## src/rtl/lchp_pkg.sv

```systemverilog
// shared types, constants and arctangent table of the lab to lch converter
`timescale 1ns / 1ps
`default_nettype none
package lchp_pkg;

	localparam int CORDIC_STAGES_DEF = 16;
	localparam int STAGES_MAX = 24;

	// widths of fields and datapath
	localparam int LW = 15;
	localparam int CW = 16;
	localparam int WRW = 4;
	localparam int GUARD_BITS = 14;
	localparam int XW = 33;
	localparam int ZW = 26;
	localparam int ZUW = 25;

	// angle constants in 2^-16 degree units, HUE_TURN in 1/128 degree units
	localparam logic signed [ZW-1:0] ANG_HALF_TURN = 26'sd11796480;
	localparam logic [ZUW-1:0] ANG_FULL_TURN = 25'd23592960;
	localparam logic [16:0] HUE_TURN = 17'd46080;

	// inverse cordic gain in Q0.32
	localparam logic [31:0] INV_GAIN_Q32 = 32'd2608131496;
	localparam int CHROMA_SHIFT = 32 + GUARD_BITS;

	typedef struct packed {
		logic signed [XW-1:0] x;
		logic signed [XW-1:0] y;
		logic signed [ZW-1:0] z;
	} cordic_vec_t;

	typedef struct packed {
		logic zero;
		logic [LW-1:0] lightness;
		logic [WRW-1:0] wref;
	} lch_side_t;

	// atan(2^-i) in 2^-16 degree units, rounded to nearest
	function automatic logic [21:0] atan_entry(input logic [4:0] i);
		logic [21:0] r;
		case (i)
			5'd0: r = 22'd2949120;
			5'd1: r = 22'd1740967;
			5'd2: r = 22'd919879;
			5'd3: r = 22'd466945;
			5'd4: r = 22'd234379;
			5'd5: r = 22'd117304;
			5'd6: r = 22'd58666;
			5'd7: r = 22'd29335;
			5'd8: r = 22'd14668;
			5'd9: r = 22'd7334;
			5'd10: r = 22'd3667;
			5'd11: r = 22'd1833;
			5'd12: r = 22'd917;
			5'd13: r = 22'd458;
			5'd14: r = 22'd229;
			5'd15: r = 22'd115;
			5'd16: r = 22'd57;
			5'd17: r = 22'd29;
			5'd18: r = 22'd14;
			5'd19: r = 22'd7;
			5'd20: r = 22'd4;
			5'd21: r = 22'd2;
			5'd22: r = 22'd1;
			default: r = 22'd0;
		endcase
		return r;
	endfunction

endpackage
`default_nettype wire

```

## src/rtl/lchp_cell.sv

```systemverilog
// one vectoring cordic micro-rotation with its fixed shift and angle
`timescale 1ns / 1ps
`default_nettype none
module lchp_cell
	import lchp_pkg::*;
#(
	parameter int STAGE = 0
) (
	input wire logic clk,
	input wire logic arst_n,
	input wire logic in_valid,
	input cordic_vec_t in_vec,
	input lch_side_t in_side,
	output logic out_valid,
	output cordic_vec_t out_vec,
	output lch_side_t out_side
);

	localparam logic signed [ZW-1:0] ATAN = ZW'(atan_entry(5'(STAGE)));

	logic signed [XW-1:0] x_in;
	logic signed [XW-1:0] y_in;
	logic signed [XW-1:0] xs;
	logic signed [XW-1:0] ys;
	cordic_vec_t vec_d;

	// rotate toward the x axis, direction from the sign of y
	always_comb begin
		x_in = in_vec.x;
		y_in = in_vec.y;
		xs = x_in >>> STAGE;
		ys = y_in >>> STAGE;
		if (!y_in[XW-1]) begin
			vec_d.x = x_in + ys;
			vec_d.y = y_in - xs;
			vec_d.z = in_vec.z + ATAN;
		end else begin
			vec_d.x = x_in - ys;
			vec_d.y = y_in + xs;
			vec_d.z = in_vec.z - ATAN;
		end
	end

	// request valid bit
	always_ff @(posedge clk or negedge arst_n) begin
		if (!arst_n) begin
			out_valid <= 1'b0;
		end else begin
			out_valid <= in_valid;
		end
	end

	// payload handed to the next cell
	always_ff @(posedge clk) begin
		out_vec <= vec_d;
		out_side <= in_side;
	end

endmodule
`default_nettype wire

```

## config.mk

```make
export PLATFORM = sky130hd
export DESIGN_NAME = lchp_cell
export DESIGN_NICKNAME = d
export VERILOG_FILES = /design/src/rtl/lchp_pkg.sv /design/src/rtl/lchp_cell.sv
export SDC_FILE = /design/constraint.sdc
export NUM_CORES = 1
export LEC_CHECK = 0
export BUFFER_PORTS_ARGS = -buffer_cell sky130_fd_sc_hd__buf_4
export CAP_MARGIN = 40
export CORE_MARGIN = 8
export CORE_UTILIZATION = 55
export CTS_CLUSTER_DIAMETER = 150
export DETAILED_ROUTE_END_ITERATION = 10
export PLACE_DENSITY = 0.83
export SYNTH_ARGS = -nofsm -noshare
export SYNTH_HDL_FRONTEND = slang
export SYNTH_SLANG_ARGS = --single-unit
```

## constraint.sdc

```tcl
create_clock -name clk -period 1.2 [get_ports clk]
set_input_delay 0.24 -clock clk [delete_from_list [all_inputs] [get_ports clk]]
set_output_delay 0.24 -clock clk [all_outputs]
set_load 0.01 [all_outputs]
```

==> results of run 1 <==
==> cell usage after synthesis (4+ instances only) <==
library cell,number
nor2_1,74
clkbuf_1,25
nand3_1,11
fa_1,4
buf_2,9
mux2i_1,16
nand2b_1,4
and3_1,5
o221ai_1,4
o31ai_1,5
inv_1,101
a21o_1,23
nor2b_1,9
dfxtp_1,111
a21oi_1,120
o21ai_0,56
a211o_1,4
nand2_1,47
nor3_1,27
o31a_1,7
a211oi_1,5
buf_1,5
xnor2_1,65
o22ai_1,7
o21bai_1,29
o211ai_1,8
a31oi_1,6
nor4_1,9
o21a_1,6
and2_1,5
ha_1,113
or3_1,9
nand4_1,6
xor2_1,6
==> metal layers <==
layer  overflow  GRT usage [%]
met5          0          21.20
met4         11          68.57
met3          0          58.76
met2          8          86.37
met1          0          67.40
==> cell families after synthesis <==
| logic type | after synthesis | synth area share (%) |
|---|---|---|
| XOR/XNOR | 71 | 7.514 |
| flip-flops | 112 | 27.15 |
| adder cells (fa/ha/maj) | 117 | 18.05 |
| AO/OA/AOI/OAI | 326 | 25.79 |
| multiplexers | 16 | 1.935 |
| buffers and inverters | 149 | 7.046 |
| AND/OR/NAND/NOR | 218 | 12.50 |
==> repair_timing <==
action / CTS
gates resized for setup: 169
pin swaps: 103
hold buffers: 38
buffers inserted: 46
setup endpoints to repair: 65
endpoints found under the hold margin: 38
==> through the flow <==
stage	TNS [ps]	util [%]	area (sq um)	hold WS, ps
4_1_cts	-46180	97.81	14650	60.01
3_3_place_gp	-71160	86.11	12900	15.10
2_1_floorplan	-43840	-	9035	-55.59
3_5_place_dp	-76030	86.11	12900	15.96
==> reports/metrics.cfg, run 1 <==
[logic_synthesis]
synth_cell_types = 76
netlist.area_leader.share_pct = 26.85
netlist_area_sq_um = 8275
synth_fp_nets = 1241
syn_area_per_cell_sq_um = 8.202
syn_inst = 1009
ys_seq_elements = 112
synth_edf_count = 0
ys.warnings.count = 0
synthTopCellsByArea = dfxtp_1, ha_1, a21oi_1
synth_area_leader_cell = dfxtp_1
ys_seq_area_share_pct = 27.15
synth_ff_type = dfxtp_1
async_reset_ff_share_pct = 0.8929

[placement]
gp_congestion = 0.9654
pre_cts_slack_ps = -1640
dp_hpwl_um = 27780
io_buffers = 227
dp.cells = 1673

[run_status]
lastStage = global routing
outcome = did not finish
tool.error = [ERROR GRT-0116] Global routing finished with congestion. Check the congestion regions in the DRC Viewer.

[global_routing]
grt_max_degree = 77
grt_pass1_wl_um = 103200
overflow = 19
grt_pass1_vias = 14979
grtUsageTotal_pct = 69.77

[floorplanning]
ios = 228
start_util_pct = 55.25
fp-row-count = 45
die_w_um = 138.7
die_h_um = 138.7

[clock_tree]
cts_buffers = 9
clock_sinks = 112
cts_root_buf = clkbuf_16
cts_buffer_depth = 2
ctsHtreeMaxLevel = 3

==> run 2, diff against run 1 <==
--- a/config.mk
+++ b/config.mk
@@ -8,10 +8,9 @@
 export BUFFER_PORTS_ARGS = -buffer_cell sky130_fd_sc_hd__buf_4
 export CAP_MARGIN = 40
 export CORE_MARGIN = 8
-export CORE_UTILIZATION = 55
-export CTS_CLUSTER_DIAMETER = 150
+export CORE_UTILIZATION = 40
 export DETAILED_ROUTE_END_ITERATION = 10
-export PLACE_DENSITY = 0.83
+export PLACE_DENSITY_LB_ADDON = 0.15
 export SYNTH_ARGS = -nofsm -noshare
 export SYNTH_HDL_FRONTEND = slang
 export SYNTH_SLANG_ARGS = --single-unit
==> reports/metrics.cfg, run 2 <==
[worst_setup_path]
cp.depth = 15
cp_max_fo = 4
crit_family = compound AO/OA/AOI/OAI gates
crit_end = out_vec[90]$_DFF_P_
crit_path_start = in_vec[63]
cp-start-kind = primary input
crit_type = in2reg
cp.arrival_ps = 2630
endpoint_kind = flip-flop
crit_buf_inv = 5
critPathRequiredTime_ps = 1490
slowest_delay_ps = 340
crit_slowest_cell = o31a_1
timing.critical_path.cells = buf_8 > ha_4 > buf_12 > buf_4 > buf_6 > nor2_4 > o211ai_4 > a31oi_4 > a211oi_4 > buf_6 > o221ai_4 > a31oi_4 > o31a_1 > o22ai_2 > xnor2_1

[logic_synthesis]
ys_seq_elements = 112
synth_top_family_by_area = compound AO/OA/AOI/OAI gates
async_reset_ff_share_pct = 0.8929
synthAdderAreaFrac_pct = 18.05
synth_compound_area_share_pct = 25.79
synth_fp_nets = 1241
synthSimpleGateAreaFrac_pct = 12.50
synth_xor_area_share_pct = 7.514
ys.warnings.count = 0
synth_edf_count = 0
netlist.area_leader.share_pct = 26.85
syn_inst = 1009
ys_seq_area_share_pct = 27.15
synthTopCellsByArea = dfxtp_1, ha_1, a21oi_1
yosysMostFrequentCell = a21oi_1
synth_ff_type = dfxtp_1
syn_area_per_cell_sq_um = 8.202
synth_area_leader_cell = dfxtp_1
synth_cell_types = 76
synthTopCellsByCount = a21oi_1, ha_1, dfxtp_1
netlist_area_sq_um = 8275
muxShareOfSynthArea_pct = 1.935

[global_routing]
overflow = 0
grtUsageTotal_pct = 25.31
grt_pass1_wl_um = 52660
antenna_found_initial = 0
grt_max_degree = 41
grt_pass1_vias = 9775

[clock_tree]
cts_buffer_depth = 2
clock_sinks = 112
cts_buffers = 9
cts.clk_slew.worst_paths_ps = 80
cts_tree = done
cts_root_buf = clkbuf_16
ctsHtreeMaxLevel = 3

[placement]
io_buffers = 227
dp_hpwl_um = 25380
gp_congestion = 0.9417
placed_cell_area_sq_um = 13050

[final_layout]
layout-drive-gt1-share_pct = 51.70
finish.instance_area_sq_um = 15200
largest_register_ffs = 91
fin_util_pct = 74.90
regMostFlops = out_vec
fill_cells = 1481
nNetsFinal = 1819
layout_commonest_cell = buf_4
reg.largest.list = out_vec (91), out_side (20), out_valid (1)
most-common-layout-cells = buf_4, dfxtp_1, a21oi_1
antenna_cells = 0
synthToLayoutAreaGrowth_pct = 83.73

[routing]
vias = 9685
final_antenna_net_count = 0
drc = 0
drt-total-wl_um = 34450
drtPass1Iterations = 5
wl_per_cell_um = 18.50
drt_iter0_drc = 608
viasPerCell = 5.201

[sta]
finalCritPeriodShare_pct = 194.5
finalHoldViolCount = 0
slew_headroom_pct = 59.94
fin_ws_ps = -1134
setup_tns_ps = -50680
setup_viol = 65
worst_pin_slew_ps = 600.9
maxSlewViolCount = 0
finalCriticalPeriod_ps = 2334
fmax_ghz = 0.4284
rsz0062_at_grt = true

[floorplanning]
ios = 228
die_h_um = 159.8
die_w_um = 159.8
start_util_pct = 40.77
fp-row-count = 52
dieArea_sq_um = 25550
core-area_sq_um = 20300

[pwr]
p_leak_nw = 7.180
ir_drop_v = 0.0008456
power_density_nw_per_um2 = 1034

[min_path]
hold_class = in2reg

[run]
maxCapViolations = 0

[run_status]
outcome = complete, but fails checks
violations = setup timing

[run 2: logic make-up after synthesis]
kind of cell / after synthesis
AOI/OAI and AO/OA: 326
and+or+nand+nor: 218
buffers and inverters: 149
adders and majority gates: 117
DFF: 112
xor gates and xnor gates: 71
muxes: 16
[run 2: where the power goes]
| group | total, mW | internal [mW] | switching (mW) |
|---|---|---|---|
| sequential | 4.59 | 4.38 | 0.209 |
| combinational | 7.82 | 4.04 | 3.78 |
| clock | 3.32 | 1.69 | 1.62 |
| total | 15.7 | 10.1 | 5.62 |
[run 2: stage by stage]
stage / power [mW] / hold WS (ps) / setup slack (ps) / cells
floorplan: 7.858 / -55.59 / -1132 / 1009
global route: 16.48 / 30.67 / -1190 / 1862
finish: 15.73 / 44.01 / -1134 / 1862
CTS: 15.32 / 24.55 / -1064 / 1845
detailed placement: 11.28 / 16.98 / -1641 / 1764
global placement: 11.20 / 15.01 / -1585 / 1764
[run 2: cell type report]
cell class                 instances  area [sq um]  area share, %
clock buffer                       9         225.2          1.481
clock inverter                     7         97.59         0.6419
inverter                         106         467.9          3.078
multi-input combinational        748          6894          45.34
sequential                       112          2247          14.78
tap                              270         337.8          2.222
timing repair buffer             610          4935          32.46
[run 2: metal layers]
metal / vias up / GRT usage, % / routed length (um)
met1: 4626 / 30.28 / 14530
met2: 347 / 45.94 / 17430
met3: 51 / 3.599 / 1719
li1: 4661 / - / -
met5: - / 0 / 0
met4: 0 / 7.689 / 764
[run 2: how the worst min path moves through the flow]
| stage | slack (ps) | to | start | cells after the start |
|---|---|---|---|---|
| 6_report | 40 | out_vec[16]$_DFF_P_ | in_vec[16] | 2 |
| 5_1_grt | 30 | out_vec[16]$_DFF_P_ | in_vec[16] | 2 |
| 4_1_cts | 20 | out_vec[16]$_DFF_P_ | in_vec[16] | 2 |
| 3_5_place_dp | 20 | out_valid$_DFF_PN0_ | arst_n | 1 |
| 3_3_place_gp | 20 | out_valid$_DFF_PN0_ | arst_n | 1 |
| 2_1_floorplan | -60 | out_valid$_DFF_PN0_ | arst_n | 0 |
[run 2: timing repair]
action | 4_1_cts | 5_1_grt
pin swaps | 109 | 88
buffers inserted | 34 | 30
hold buffers | 38 | 0
resized for setup | 164 | 79
hold endpoints to repair | 38 | 0
endpoints found under the setup margin | 64 | 65
Note: power is estimated with default switching activity, not from simulation.
