===== src/rtl/lchp_pkg.sv =====
// shared types, constants and arctangent table of the lab to lch converter
`timescale 1ns / 1ps
`default_nettype none
package lchp_pkg;

	localparam int CORDIC_STAGES_DEF = 16;
	localparam int STAGES_MAX = 24;

	// widths of fields and datapath
	localparam int LW = 15;
	localparam int CW = 16;
	localparam int WRW = 4;
	localparam int GUARD_BITS = 14;
	localparam int XW = 33;
	localparam int ZW = 26;
	localparam int ZUW = 25;

	// angle constants in 2^-16 degree units, HUE_TURN in 1/128 degree units
	localparam logic signed [ZW-1:0] ANG_HALF_TURN = 26'sd11796480;
	localparam logic [ZUW-1:0] ANG_FULL_TURN = 25'd23592960;
	localparam logic [16:0] HUE_TURN = 17'd46080;

	// inverse cordic gain in Q0.32
	localparam logic [31:0] INV_GAIN_Q32 = 32'd2608131496;
	localparam int CHROMA_SHIFT = 32 + GUARD_BITS;

	typedef struct packed {
		logic signed [XW-1:0] x;
		logic signed [XW-1:0] y;
		logic signed [ZW-1:0] z;
	} cordic_vec_t;

	typedef struct packed {
		logic zero;
		logic [LW-1:0] lightness;
		logic [WRW-1:0] wref;
	} lch_side_t;

	// atan(2^-i) in 2^-16 degree units, rounded to nearest
	function automatic logic [21:0] atan_entry(input logic [4:0] i);
		logic [21:0] r;
		case (i)
			5'd0: r = 22'd2949120;
			5'd1: r = 22'd1740967;
			5'd2: r = 22'd919879;
			5'd3: r = 22'd466945;
			5'd4: r = 22'd234379;
			5'd5: r = 22'd117304;
			5'd6: r = 22'd58666;
			5'd7: r = 22'd29335;
			5'd8: r = 22'd14668;
			5'd9: r = 22'd7334;
			5'd10: r = 22'd3667;
			5'd11: r = 22'd1833;
			5'd12: r = 22'd917;
			5'd13: r = 22'd458;
			5'd14: r = 22'd229;
			5'd15: r = 22'd115;
			5'd16: r = 22'd57;
			5'd17: r = 22'd29;
			5'd18: r = 22'd14;
			5'd19: r = 22'd7;
			5'd20: r = 22'd4;
			5'd21: r = 22'd2;
			5'd22: r = 22'd1;
			default: r = 22'd0;
		endcase
		return r;
	endfunction

endpackage
`default_nettype wire


===== src/rtl/lchp_prerot.sv =====
// input register with the half-turn pre-rotation into the right half plane
`timescale 1ns / 1ps
`default_nettype none
module lchp_prerot
	import lchp_pkg::*;
(
	input wire logic clk,
	input wire logic arst_n,
	input wire logic in_valid,
	input wire logic [LW-1:0] lightness,
	input wire logic signed [15:0] a_component,
	input wire logic signed [15:0] b_component,
	input wire logic [WRW-1:0] white_ref_id,
	output logic out_valid,
	output cordic_vec_t out_vec,
	output lch_side_t out_side
);

	logic signed [XW-1:0] a_ext;
	logic signed [XW-1:0] b_ext;
	logic a_neg;
	cordic_vec_t vec_d;

	// sign extend and scale by the guard bits; negation is exact at this width
	always_comb begin
		a_ext = XW'(a_component);
		b_ext = XW'(b_component);
		a_neg = a_component[15];
		if (a_neg) begin
			vec_d.x = (-a_ext) <<< GUARD_BITS;
			vec_d.y = (-b_ext) <<< GUARD_BITS;
			vec_d.z = ANG_HALF_TURN;
		end else begin
			vec_d.x = a_ext <<< GUARD_BITS;
			vec_d.y = b_ext <<< GUARD_BITS;
			vec_d.z = '0;
		end
	end

	// request valid bit
	always_ff @(posedge clk or negedge arst_n) begin
		if (!arst_n) begin
			out_valid <= 1'b0;
		end else begin
			out_valid <= in_valid;
		end
	end

	// payload
	always_ff @(posedge clk) begin
		out_vec <= vec_d;
		out_side.zero <= (a_component == 16'sd0) && (b_component == 16'sd0);
		out_side.lightness <= lightness;
		out_side.wref <= white_ref_id;
	end

endmodule
`default_nettype wire


===== config.mk =====
export PLATFORM = sky130hd
export DESIGN_NAME = lchp_prerot
export DESIGN_NICKNAME = d
export VERILOG_FILES = /design/src/rtl/lchp_pkg.sv /design/src/rtl/lchp_prerot.sv
export SDC_FILE = /design/constraint.sdc
export NUM_CORES = 1
export LEC_CHECK = 0
export BUFFER_PORTS_ARGS = -buffer_cell sky130_fd_sc_hd__buf_2
export CORE_UTILIZATION = 40
export DETAILED_ROUTE_END_ITERATION = 10
export GPL_ROUTABILITY_DRIVEN = 0
export PLACE_DENSITY_LB_ADDON = 0.1
export SLEW_MARGIN = 20
export SYNTH_ARGS = -nofsm -noshare
export SYNTH_HDL_FRONTEND = slang
export SYNTH_SLANG_ARGS = --single-unit

===== constraint.sdc =====
create_clock -name clk -period 0.8 [get_ports clk]
set_input_delay 0.04 -clock clk [delete_from_list [all_inputs] [get_ports clk]]
set_output_delay 0.04 -clock clk [all_outputs]
set_load 0.01 [all_outputs]

==> results of run 1 <==
==> report_power, final <==
part / total [uW] / switching (uW) / internal, uW
registers: 3310 / 70.8 / 3240
logic: 1450 / 675 / 776
clock network: 2690 / 1090 / 1600
==> timing repair <==
| action | CTS | global route |
|---|---|---|
| cloned | 0 | 0 |
| endpoints found under the hold margin | 31 | 1 |
| pin swaps | 10 | 12 |
| setup endpoints to repair | 39 | 83 |
| resized for setup | 34 | 53 |
| buffers inserted | 2 | 5 |
==> cells in the final DEF (no fill, tap or decap), drive strengths merged <==
cell         synthesis  layout
nor4                 3       3
o21ai               11      11
nand2b               4       4
nand3b               1       1
xnor2               27      27
conb                 1      53
clkbuf               2      12
bufinv               0       1
dfxtp               59      59
dfrtp                1       1
ha                   2       2
o41ai                4       4
and3                 1       1
nand2               14      14
clkinv               0       2
nor2                 3       3
inv                  6       6
and4                 1       1
o31ai                9       9
dlygate4sd3          0      29
nor3                 6       6
or4                  2       2
nand3                2       2
clkinvlp             0       1
buf                 54     163
==> per-layer routing <==
| metal | global-route usage [%] | wire, um |
|---|---|---|
| met4 | 8.49 | 94 |
| met3 | 4.71 | 417 |
| met2 | 30.8 | 2790 |
| met5 | 0 | 0 |
| met1 | 18.5 | 2090 |
==> flip-flops by register name, indices dropped and copies added, names as in the netlist <==
name,flops
out_valid,1
out_vec,39
out_side,20
==> worst paths after layout <==
kind                       depth (start not counted)            start  slack, ns          end
max                                                5   a_component[8]      -0.47  out_vec[87]
min in group asynchronous                          2           arst_n       0.05    out_valid
max in group asynchronous                          2           arst_n       0.67    out_valid
min                                                2  a_component[12]      -0.07  out_vec[85]
==> cell families after synthesis <==
family          Yosys count  share of synthesized area [%]
simple gates             37                           8.43
buf+inv                  63                           19.7
flops                    60                           52.8
other cells               1                          0.164
compound gates           24                           7.50
fa+ha+maj                 2                           1.10
xor+xnor                 27                           10.4
==> metrics by stage <==
| step | cell area (sq um) | TNS, ns | hold WS [ns] | power [uW] |
|---|---|---|---|---|
| 2_1_floorplan | 2600 | -4.14 | -0.256 | 4060 |
| 3_3_place_gp | 3170 | -10.59 | -0.186 | 4470 |
| 3_5_place_dp | 3170 | -10.99 | -0.184 | 4490 |
| 4_1_cts | 3840 | -2.75 | -0.0945 | 7380 |
| 5_1_grt | 4080 | -4.47 | -0.0763 | 7830 |
| 6_report | 4080 | -2.69 | -0.0665 | 7450 |
==> final cells by class <==
type / count / area share, %
Timing Repair Buffer: 192 / 35.3
Sequential cell: 60 / 30.1
Inverter: 6 / 0.613
Clock buffer: 12 / 3.80
Tap cell: 72 / 2.21
Multi-Input combinational cell: 143 / 26.7
Clock inverter: 4 / 1.17
==> out/qor.csv, run 1 <==
stage;metric;value;unit
die;Die H;77.6;um
yosys;Synth top area share;51.7;%
cts;clock root cell;clkbuf_8;
die;die width;77.6;um
global_route;initial antenna violation count;0;
yosys;commonest cells in the netlist;dfxtp_1, buf_4, xnor2_1;
timing;Peak Freq;0.787;GHz
setup_path;Top cell by count, worst path;or4_4;
setup_path;CP Max Fanout;3;
placed_design;dpl ws;-0.826;ns
cells_and_area;P&R area growth vs syn;78.6;%
timing;fin. max-slew vios;0;
timing;RSZ-0062 raised after global routing;yes;
cells_and_area;Finished Layout Cells;489;
setup_path;critical-path cell list;buf_6, or4_4, or4_4, o31ai_4, xnor2_1;
setup_path;slowest CP cell;or4_4;
cells_and_area;Register Area;1230;sq um
timing;Fin. Hold Viols;1;
cts;H-tree levels;3;
global_route;vias in the first global route;1814;
pwr;IR drop worst, VDD;0.00103;V
cells_and_area;area of the multi-input gates;1090;sq um
detailed_routing;Routed wire per std cell;11.0;um
detailed_routing;via count;2002;
setup_path;delay-heaviest family, CP;simple AND/OR/NAND/NOR gates;
setup_path;Setup crit start kind;input pin;
timing;min Tclk post-route;1.27;ns
detailed_routing;1st-iter DRT viols;23;
timing;Final setup viols;16;
yosys;synthesized flop and latch total;60;
yosys;Mapped Cells;214;
placed_design;DP HPWL;3540;um
yosys;most frequent cell after synthesis;dfxtp_1;
timing;worst setup margin;-0.470;ns
timing;final worst-path cycle share;159;%
setup_path;WS Path Type;input pin to flop;
cts;TritonCTS Buffers;9;
setup_path;Req. time, crit path;1.05;ns
placed_design;placed cells;438;
die;Ports;167;
global_route;Overflow after GRT;0;
cells_and_area;final core occ;74.1;%
detailed_routing;drt pass-1 iters;3;
yosys;sequential share of the synthesized area;52.8;%
status;failing checks;hold timing, setup timing;
yosys;Mean Syn Cell Area;10.7;sq um
die;# rows;27;
worst_hold_path;Worst Hold Class;input pin to flop;
die;DIE AREA;6020;sq um
cts;hold buffers post-CTS;29;
yosys;asr flop ratio synth;1.67;%
cts;CTS tree;built;
cts;Max Buffers Root-to-Sink;2;
status;status;finished with violations;
yosys;number of synthesized flops with an enable pin;0;
yosys;Mapped Area;2280;sq um
cells_and_area;Inserted Diodes;0;
die;Core ar.;5510;sq um
cts;Worst-path clk slew;0.07;ns
cells_and_area;filler instances;398;
setup_path;CP endpoint kind;flop;
timing;Hold WS;-0.0665;ns
yosys;area leader, netlist;dfxtp_1;
detailed_routing;DRC viols;0;
cells_and_area;layout cells sized above 1;54.2;%
job;max-cap check violation count;0;
cells_and_area;nets;468;
cts;# clock sinks;60;
pwr;static leakage;0.00194;uW
global_route;first-pass GRT wire length;7910;um
setup_path;Critical Path AT;1.52;ns
yosys;Synth area leaders;dfxtp_1, buf_4, xnor2_1;
global_route;largest net degree at the start of global routing;19;
global_route;total global routing track utilization;17.2;%
pwr;power density over the cells;1830;nW/um^2
yosys;count of cell types in the netlist;24;
die;initial core utilization;41.5;%
detailed_routing;final WL;5390;um
setup_path;max incr delay on CP;0.52;ns
yosys;Syn. warnings;0;
detailed_routing;post-DR vias/cell;4.09;
setup_path;CP Buf/Inv Count;1;
detailed_routing;post-route ant nets;0;
yosys;main flop type after synthesis;dfxtp_1;
placed_design;I/O Buffers;116;
No activity file was read; power rests on OpenSTA's default activity.
==> run 2: changes to the inputs <==
--- a/config.mk
+++ b/config.mk
@@ -14,3 +14,4 @@
 export SYNTH_ARGS = -nofsm -noshare
 export SYNTH_HDL_FRONTEND = slang
 export SYNTH_SLANG_ARGS = --single-unit
+export TNS_END_PERCENT = 10
==> run 2 against run 1 <==
- the flow finishes with violations (setup timing)
- flip-flop and latch count is the same
- largest cell class unchanged
- final area down 3.1%
- global-route usage is 0.10 points lower
- sequential power is essentially flat
- worst hold slack improved by 0.084 ns
==> out/qor.csv, run 2 (synthesis results as in run 1) <==
stage;metric;value;unit;change
global_route;vias in the first global route;1834;;+1.1%
die;DIE AREA;6020;sq um;unchanged
cts;Worst-path clk slew;0.06;ns;about the same
job;max-cap check violation count;0;;unchanged
timing;Final setup viols;19;;+3
worst_hold_path;Hold EP;out_vec[85];;
setup_path;slowest CP cell;or4_4;;
cts;H-tree levels;3;;unchanged
cells_and_area;Finished Layout Cells;491;;+0.41%
cells_and_area;nets;470;;+0.43%
cells_and_area;layout cells sized above 1;52.3;%;-1.9 points
setup_path;Req. time, crit path;1.04;ns;about the same
cts;TritonCTS Buffers;9;;unchanged
setup_path;max incr delay on CP;0.53;ns;about the same
worst_hold_path;hold_sp;a_component[12];;
detailed_routing;drt pass-1 iters;4;;+1
detailed_routing;post-route ant nets;0;;unchanged
placed_design;I/O Buffers;116;;unchanged
setup_path;Setup crit start kind;input pin;;
setup_path;CP Buf/Inv Count;1;;unchanged
global_route;initial antenna violation count;0;;unchanged
setup_path;delay-heaviest family, CP;simple AND/OR/NAND/NOR gates;;
worst_hold_path;Hold Crit Depth;3;;+1
die;Core ar.;5510;sq um;unchanged
global_route;largest net degree at the start of global routing;20;;+1
setup_path;Top cell by count, worst path;or4_4;;
cts;Max Buffers Root-to-Sink;2;;unchanged
pwr;static leakage;0.00191;uW;-1.6%
placed_design;placed cells;439;;+0.23%
die;# rows;27;;unchanged
timing;min Tclk post-route;1.26;ns;-0.0126 ns
cells_and_area;Inserted Diodes;0;;unchanged
setup_path;WS Path Type;input pin to flop;;
timing;Peak Freq;0.795;GHz;+1.0%
setup_path;critical-path cell list;buf_6, or4_4, or4_4, o31ai_4, xnor2_1;;
cells_and_area;Reg with most FFs;out_vec;;
cts;CTS tree;built;;
die;die width;77.6;um;unchanged
cells_and_area;P&R area growth vs syn;73.1;%;
timing;RSZ-0062 raised after global routing;yes;;
die;Ports;167;;unchanged
status;status;finished with violations;;
pwr;IR drop worst, VDD;0.00102;V;-1.1%
timing;final worst-path cycle share;157;%;-1.6 points
placed_design;DP HPWL;3470;um;-1.8%
placed_design;dpl ws;-0.801;ns;+0.0248 ns
detailed_routing;1st-iter DRT viols;34;;+48%
detailed_routing;Routed wire per std cell;11.3;um;+2.3%
cells_and_area;most common cell after layout, fill and taps aside;buf_2;;
timing;fin. max-slew vios;0;;unchanged
detailed_routing;DRC viols;0;;unchanged
detailed_routing;final WL;5540;um;+2.7%
detailed_routing;post-DR vias/cell;4.10;;about the same
die;Die H;77.6;um;unchanged
global_route;Overflow after GRT;0;;unchanged
cells_and_area;Largest register FFs;39;;unchanged
global_route;total global routing track utilization;17.1;%;-0.10 points
cts;clock root cell;clkbuf_8;;
cells_and_area;commonest cells after routing, fill and taps aside;buf_2, conb_1, buf_4;;
timing;Fin. Hold Viols;0;;-1
timing;worst setup margin;-0.458;ns;+0.0126 ns
status;failing checks;setup timing;;
setup_path;CP Max Fanout;3;;unchanged
setup_path;Critical Path AT;1.50;ns;-0.02 ns
cts;# clock sinks;60;;unchanged
die;initial core utilization;41.5;%;unchanged
cells_and_area;biggest registers after layout;out_vec (39), out_side (20), out_valid (1);;
setup_path;CP endpoint kind;flop;;
global_route;first-pass GRT wire length;7940;um;+0.43%
worst_hold_path;Worst Hold Class;input pin to flop;;
pwr;power density over the cells;1850;nW/um^2;+1.6%
detailed_routing;via count;2011;;+0.45%
[run 2: cell types whose count changed in the layout (fill, tap and decap cells not counted), moves of 3 or more]
| cell | delta |
|---|---|
| o21ai_4 | -3 |
| dlygate4sd3_1 | +6 |
| buf_6 | -7 |
| dfxtp_2 | +3 |
| buf_2 | +6 |
[run 2: cell type report]
type                    count  area (sq um)
clock buffers              11           141
multi-input cells         143          1000
repair buffers            194          1420
inverters                   6          22.5
flip-flops and latches     60          1230
well taps                  72          90.1
fillers                   406          1550
clock inverters             5          52.6
[run 2: per-stage QoR]
step	TNS [ns]	instance area (sq um)	utilization (%)	hold slack, ns	power [uW]
floorplan	-6.76	2480	-	-0.256	4030
finish	-2.84	3950	71.8	0.0176	7330
CTS	-2.62	3670	66.7	0.00369	7230
global route	-4.67	3950	71.8	0.0128	7720
detailed placement	-12.98	3050	55.4	-0.180	4430
global placement	-12.90	3050	55.4	-0.179	4420
[run 2: layer usage]
| metal | vias to the layer above | GRT usage [%] | share of wire, % |
|---|---|---|---|
| met1 | 889 | 19.2 | 40 |
| met2 | 113 | 28.5 | 50 |
| met4 | 0 | 10.4 | 1.8 |
| li1 | 1000 | - | - |
| met5 | - | 0 | 0 |
| met3 | 9 | 4.94 | 8.1 |
[run 2: how the worst max path moves through the flow]
stage	end	cells past startpoint	slack (ns)	startpoint
after floorplan	out_vec[87]	4	-0.64	a_component[8]
final	out_vec[87]	5	-0.46	a_component[8]
after CTS	out_vec[87]	5	-0.45	a_component[8]
after global placement	out_vec[88]	5	-0.78	a_component[8]
after detailed placement	out_vec[88]	5	-0.80	a_component[8]
after global routing	out_vec[87]	5	-0.47	a_component[8]
[run 2: power breakdown]
| part | total, uW | switching [uW] | internal, uW |
|---|---|---|---|
| clock | 2590 | 1080 | 1510 |
| sequential | 3320 | 75.2 | 3250 |
| combinational | 1420 | 660 | 761 |
[run 2: timing repair]
item                                    4_1_cts  5_1_grt
endpoints found under the hold margin        33        3
resized for setup                            24       62
endpoints found under the setup margin       49       83
pin swaps                                     3       13
buffers inserted                              0        1
hold buffers                                 32        3
==> run 3: changes to the inputs <==
--- a/config.mk
+++ b/config.mk
@@ -5,7 +5,9 @@
 export SDC_FILE = /design/constraint.sdc
 export NUM_CORES = 1
 export LEC_CHECK = 0
+export ABC_AREA = 1
 export BUFFER_PORTS_ARGS = -buffer_cell sky130_fd_sc_hd__buf_2
+export CORE_ASPECT_RATIO = 1.75
 export CORE_UTILIZATION = 40
 export DETAILED_ROUTE_END_ITERATION = 10
 export GPL_ROUTABILITY_DRIVEN = 0
==> run 3 against run 2 <==
- the flow still finishes with violations (setup timing)
- global-route usage is 0.24 points lower
- flip-flop and latch count stayed put
- clock-buffer cell count is 3 higher
- die area is 11% higher
- cell count is 18% higher
- via count is 18% higher
- sequential share of layout area is 0.89 points lower
- clock power is 5% higher
- critical endpoint is now out_vec[20]
- largest power group unchanged
- highest routed layer unchanged
==> out/qor.csv, run 3 <==
stage;metric;value;unit;change
placed_design;DP HPWL;4020;um;+16%
setup_path;CP Buf/Inv Count;1;;unchanged
global_route;total global routing track utilization;16.9;%;-0.24 points
timing;final worst-path cycle share;106;%;-51 points
cts;clock root cell;clkbuf_8;;
yosys;count of cell types in the netlist;23;;-4.2%
setup_path;Critical Path AT;0.81;ns;-0.69 ns
global_route;initial antenna violation count;0;;unchanged
cells_and_area;Reg with most FFs;out_vec;;
worst_hold_path;Worst Hold Class;input pin to flop;;
timing;fin. max-slew vios;0;;unchanged
yosys;area leader, netlist;dfxtp_1;;
timing;min Tclk post-route;0.849;ns;-0.409 ns
timing;Peak Freq;1.18;GHz;+48%
cts;Max Buffers Root-to-Sink;2;;unchanged
setup_path;critical path depth;1;;-4
status;failing checks;setup timing;;
die;Die H;107;um;+39%
timing;Hold WS;0.0205;ns;+0.00290 ns
global_route;first-pass GRT wire length;8510;um;+7.1%
job;max-cap check violation count;0;;unchanged
yosys;Mapped Area;2540;sq um;+11%
detailed_routing;drt pass-1 iters;4;;unchanged
cells_and_area;Largest register FFs;39;;unchanged
cells_and_area;biggest registers after layout;out_vec (39), out_side (20), out_valid (1);;
setup_path;CP endpoint kind;output pin;;
cells_and_area;Inserted Diodes;0;;unchanged
cells_and_area;layout cells sized above 1;43.2;%;-9.1 points
detailed_routing;final WL;5880;um;+6.1%
setup_path;slowest CP cell;dfxtp_2;;
detailed_routing;post-route ant nets;0;;unchanged
setup_path;critical-path cell list;buf_2;;
setup_path;WS Path Type;flop to output pin;;
cts;Worst-path clk slew;0.06;ns;about the same
setup_path;Worst Setup SP;out_vec[21];;
status;status;finished with violations;;
detailed_routing;DRC viols;0;;unchanged
die;initial core utilization;41.1;%;-0.36 points
die;DIE AREA;6690;sq um;+11%
die;die width;62.3;um;-20%
detailed_routing;via count;2364;;+18%
yosys;sequential share of the synthesized area;47.4;%;-5.4 points
detailed_routing;post-DR vias/cell;4.09;;-0.14%
cts;TritonCTS Buffers;9;;unchanged
detailed_routing;Routed wire per std cell;10.2;um;-9.9%
cells_and_area;filler instances;531;;+31%
global_route;Overflow after GRT;0;;unchanged
yosys;Mapped Cells;299;;+40%
global_route;vias in the first global route;2052;;+12%
setup_path;Setup crit start kind;flop;;
setup_path;Critical Path End;out_vec[20];;
setup_path;CP Max Fanout;4;;+1
die;Ports;167;;unchanged
detailed_routing;1st-iter DRT viols;105;;+210%
cts;CTS tree;built;;
pwr;IR drop worst, VDD;0.000908;V;-11%
setup_path;delay-heaviest family, CP;flip-flops;;
yosys;Mean Syn Cell Area;8.50;sq um;-20%
setup_path;max incr delay on CP;0.35;ns;-0.18 ns
yosys;Synth area leaders;dfxtp_1, buf_4, nand2_1;;
die;# rows;38;;+41%
cells_and_area;P&R area growth vs syn;61.1;%;
pwr;static leakage;0.00215;uW;+12%
cells_and_area;nets;550;;+17%
timing;RSZ-0062 raised after global routing;yes;;
timing;Final setup viols;15;;-4
placed_design;dpl ws;-0.317;ns;+0.484 ns
yosys;synthesized flop and latch total;60;;unchanged
timing;Fin. Hold Viols;0;;unchanged
setup_path;Req. time, crit path;0.76;ns;-0.28 ns
cts;# clock sinks;60;;unchanged
cts;H-tree levels;3;;unchanged
yosys;main flop type after synthesis;dfxtp_1;;
placed_design;I/O Buffers;116;;unchanged
yosys;Synth top area share;46.5;%;-5.2 points
yosys;asr flop ratio synth;1.67;%;unchanged
global_route;largest net degree at the start of global routing;19;;-5.0%
yosys;number of synthesized flops with an enable pin;0;;unchanged
yosys;Syn. warnings;0;;unchanged
cts;number of setup buffers added after CTS;0;;unchanged
die;Core ar.;6180;sq um;+12%
cells_and_area;commonest cells after routing, fill and taps aside;buf_2, nand2_1, conb_1;;
yosys;most frequent cell after synthesis;nand2_1;;
cells_and_area;most common cell after layout, fill and taps aside;buf_2;;
timing;worst setup margin;-0.0489;ns;+0.409 ns
yosys;commonest cells in the netlist;nand2_1, dfxtp_1, buf_4;;
pwr;power density over the cells;1820;nW/um^2;-1.9%
run 3: cell types whose count changed after synthesis, sizes merged, moves of 9 or more:
cell,before,now
nand2,14,72
o31ai,9,0
nand3,2,22
xor2,0,9
xnor2,27,5
nor2,3,26
inv,6,29
run 3: worst min path at each step:
| stage | from | cells past startpoint | to |
|---|---|---|---|
| final | b_component[11] | 4 | out_vec[51] |
| after global routing | b_component[3] | 3 | out_vec[43] |
| after CTS | b_component[11] | 4 | out_vec[51] |
| after detailed placement | arst_n | 1 | out_valid |
| after global placement | arst_n | 1 | out_valid |
| after floorplan | arst_n | 0 | out_valid |
run 3: final cells by class:
cell class                 count  area, sq um  share of cell area, %
clock buffer                  14          173                   4.22
clock inverter                 1         30.0                  0.733
timing repair buffer         189         1400                   34.3
tap                           80          100                   2.44
sequential                    60         1240                   30.2
inverter                      29          130                   3.18
multi-input combinational    205         1020                   25.0
run 3: per-stage QoR:
stage / util, % / instance area (sq um) / total power (uW) / std cells / TNS (ns)
6_report: 66.3 / 4100 / 7450 / 578 / -0.264
5_1_grt: 66.3 / 4100 / 7840 / 578 / -2.78
4_1_cts: 63.3 / 3920 / 7390 / 578 / -1.39
3_5_place_dp: 53.0 / 3280 / 4450 / 521 / -5.39
3_3_place_gp: 53.0 / 3280 / 4450 / 521 / -5.14
2_1_floorplan: - / 2770 / 4090 / 351 / -0.0582
run 3: repair_timing:
item	in CTS	in global routing
hold buffers	42	0
pin swaps	0	2
gates resized for setup	4	49
gates cloned	0	0
hold endpoints to repair	46	0
endpoints found under the setup margin	63	69
run 3: kinds of logic (layout without fill, tap and decap cells):
group                    after synthesis  after routing  synth area share [%]
flip-flops                            60             60                  47.4
AO/OA/AOI/OAI                         10             10                  2.41
XOR/XNOR                              14             14                  4.82
adder cells (fa/ha/maj)                2              2                 0.984
other                                  1             53                 0.147
AND/OR/NAND/NOR                      126            126                  23.3
buffers and inverters                 86            233                  20.9
run 3: routing by layer:
layer / GRT usage [%] / wire length (um) / vias up / part of all wire (%)
li1: - / - / 1195 / -
met1: 15.8 / 2140 / 1034 / 36
met2: 31.1 / 3150 / 124 / 54
met3: 4.56 / 415 / 11 / 7.1
met4: 12.0 / 175 / 0 / 3.0
met5: 0 / 0 / - / 0
run 3: report_power, final:
part / internal, uW / switching (uW)
logic: 732 / 680
registers: 3240 / 73.4
clock network: 1680 / 1040
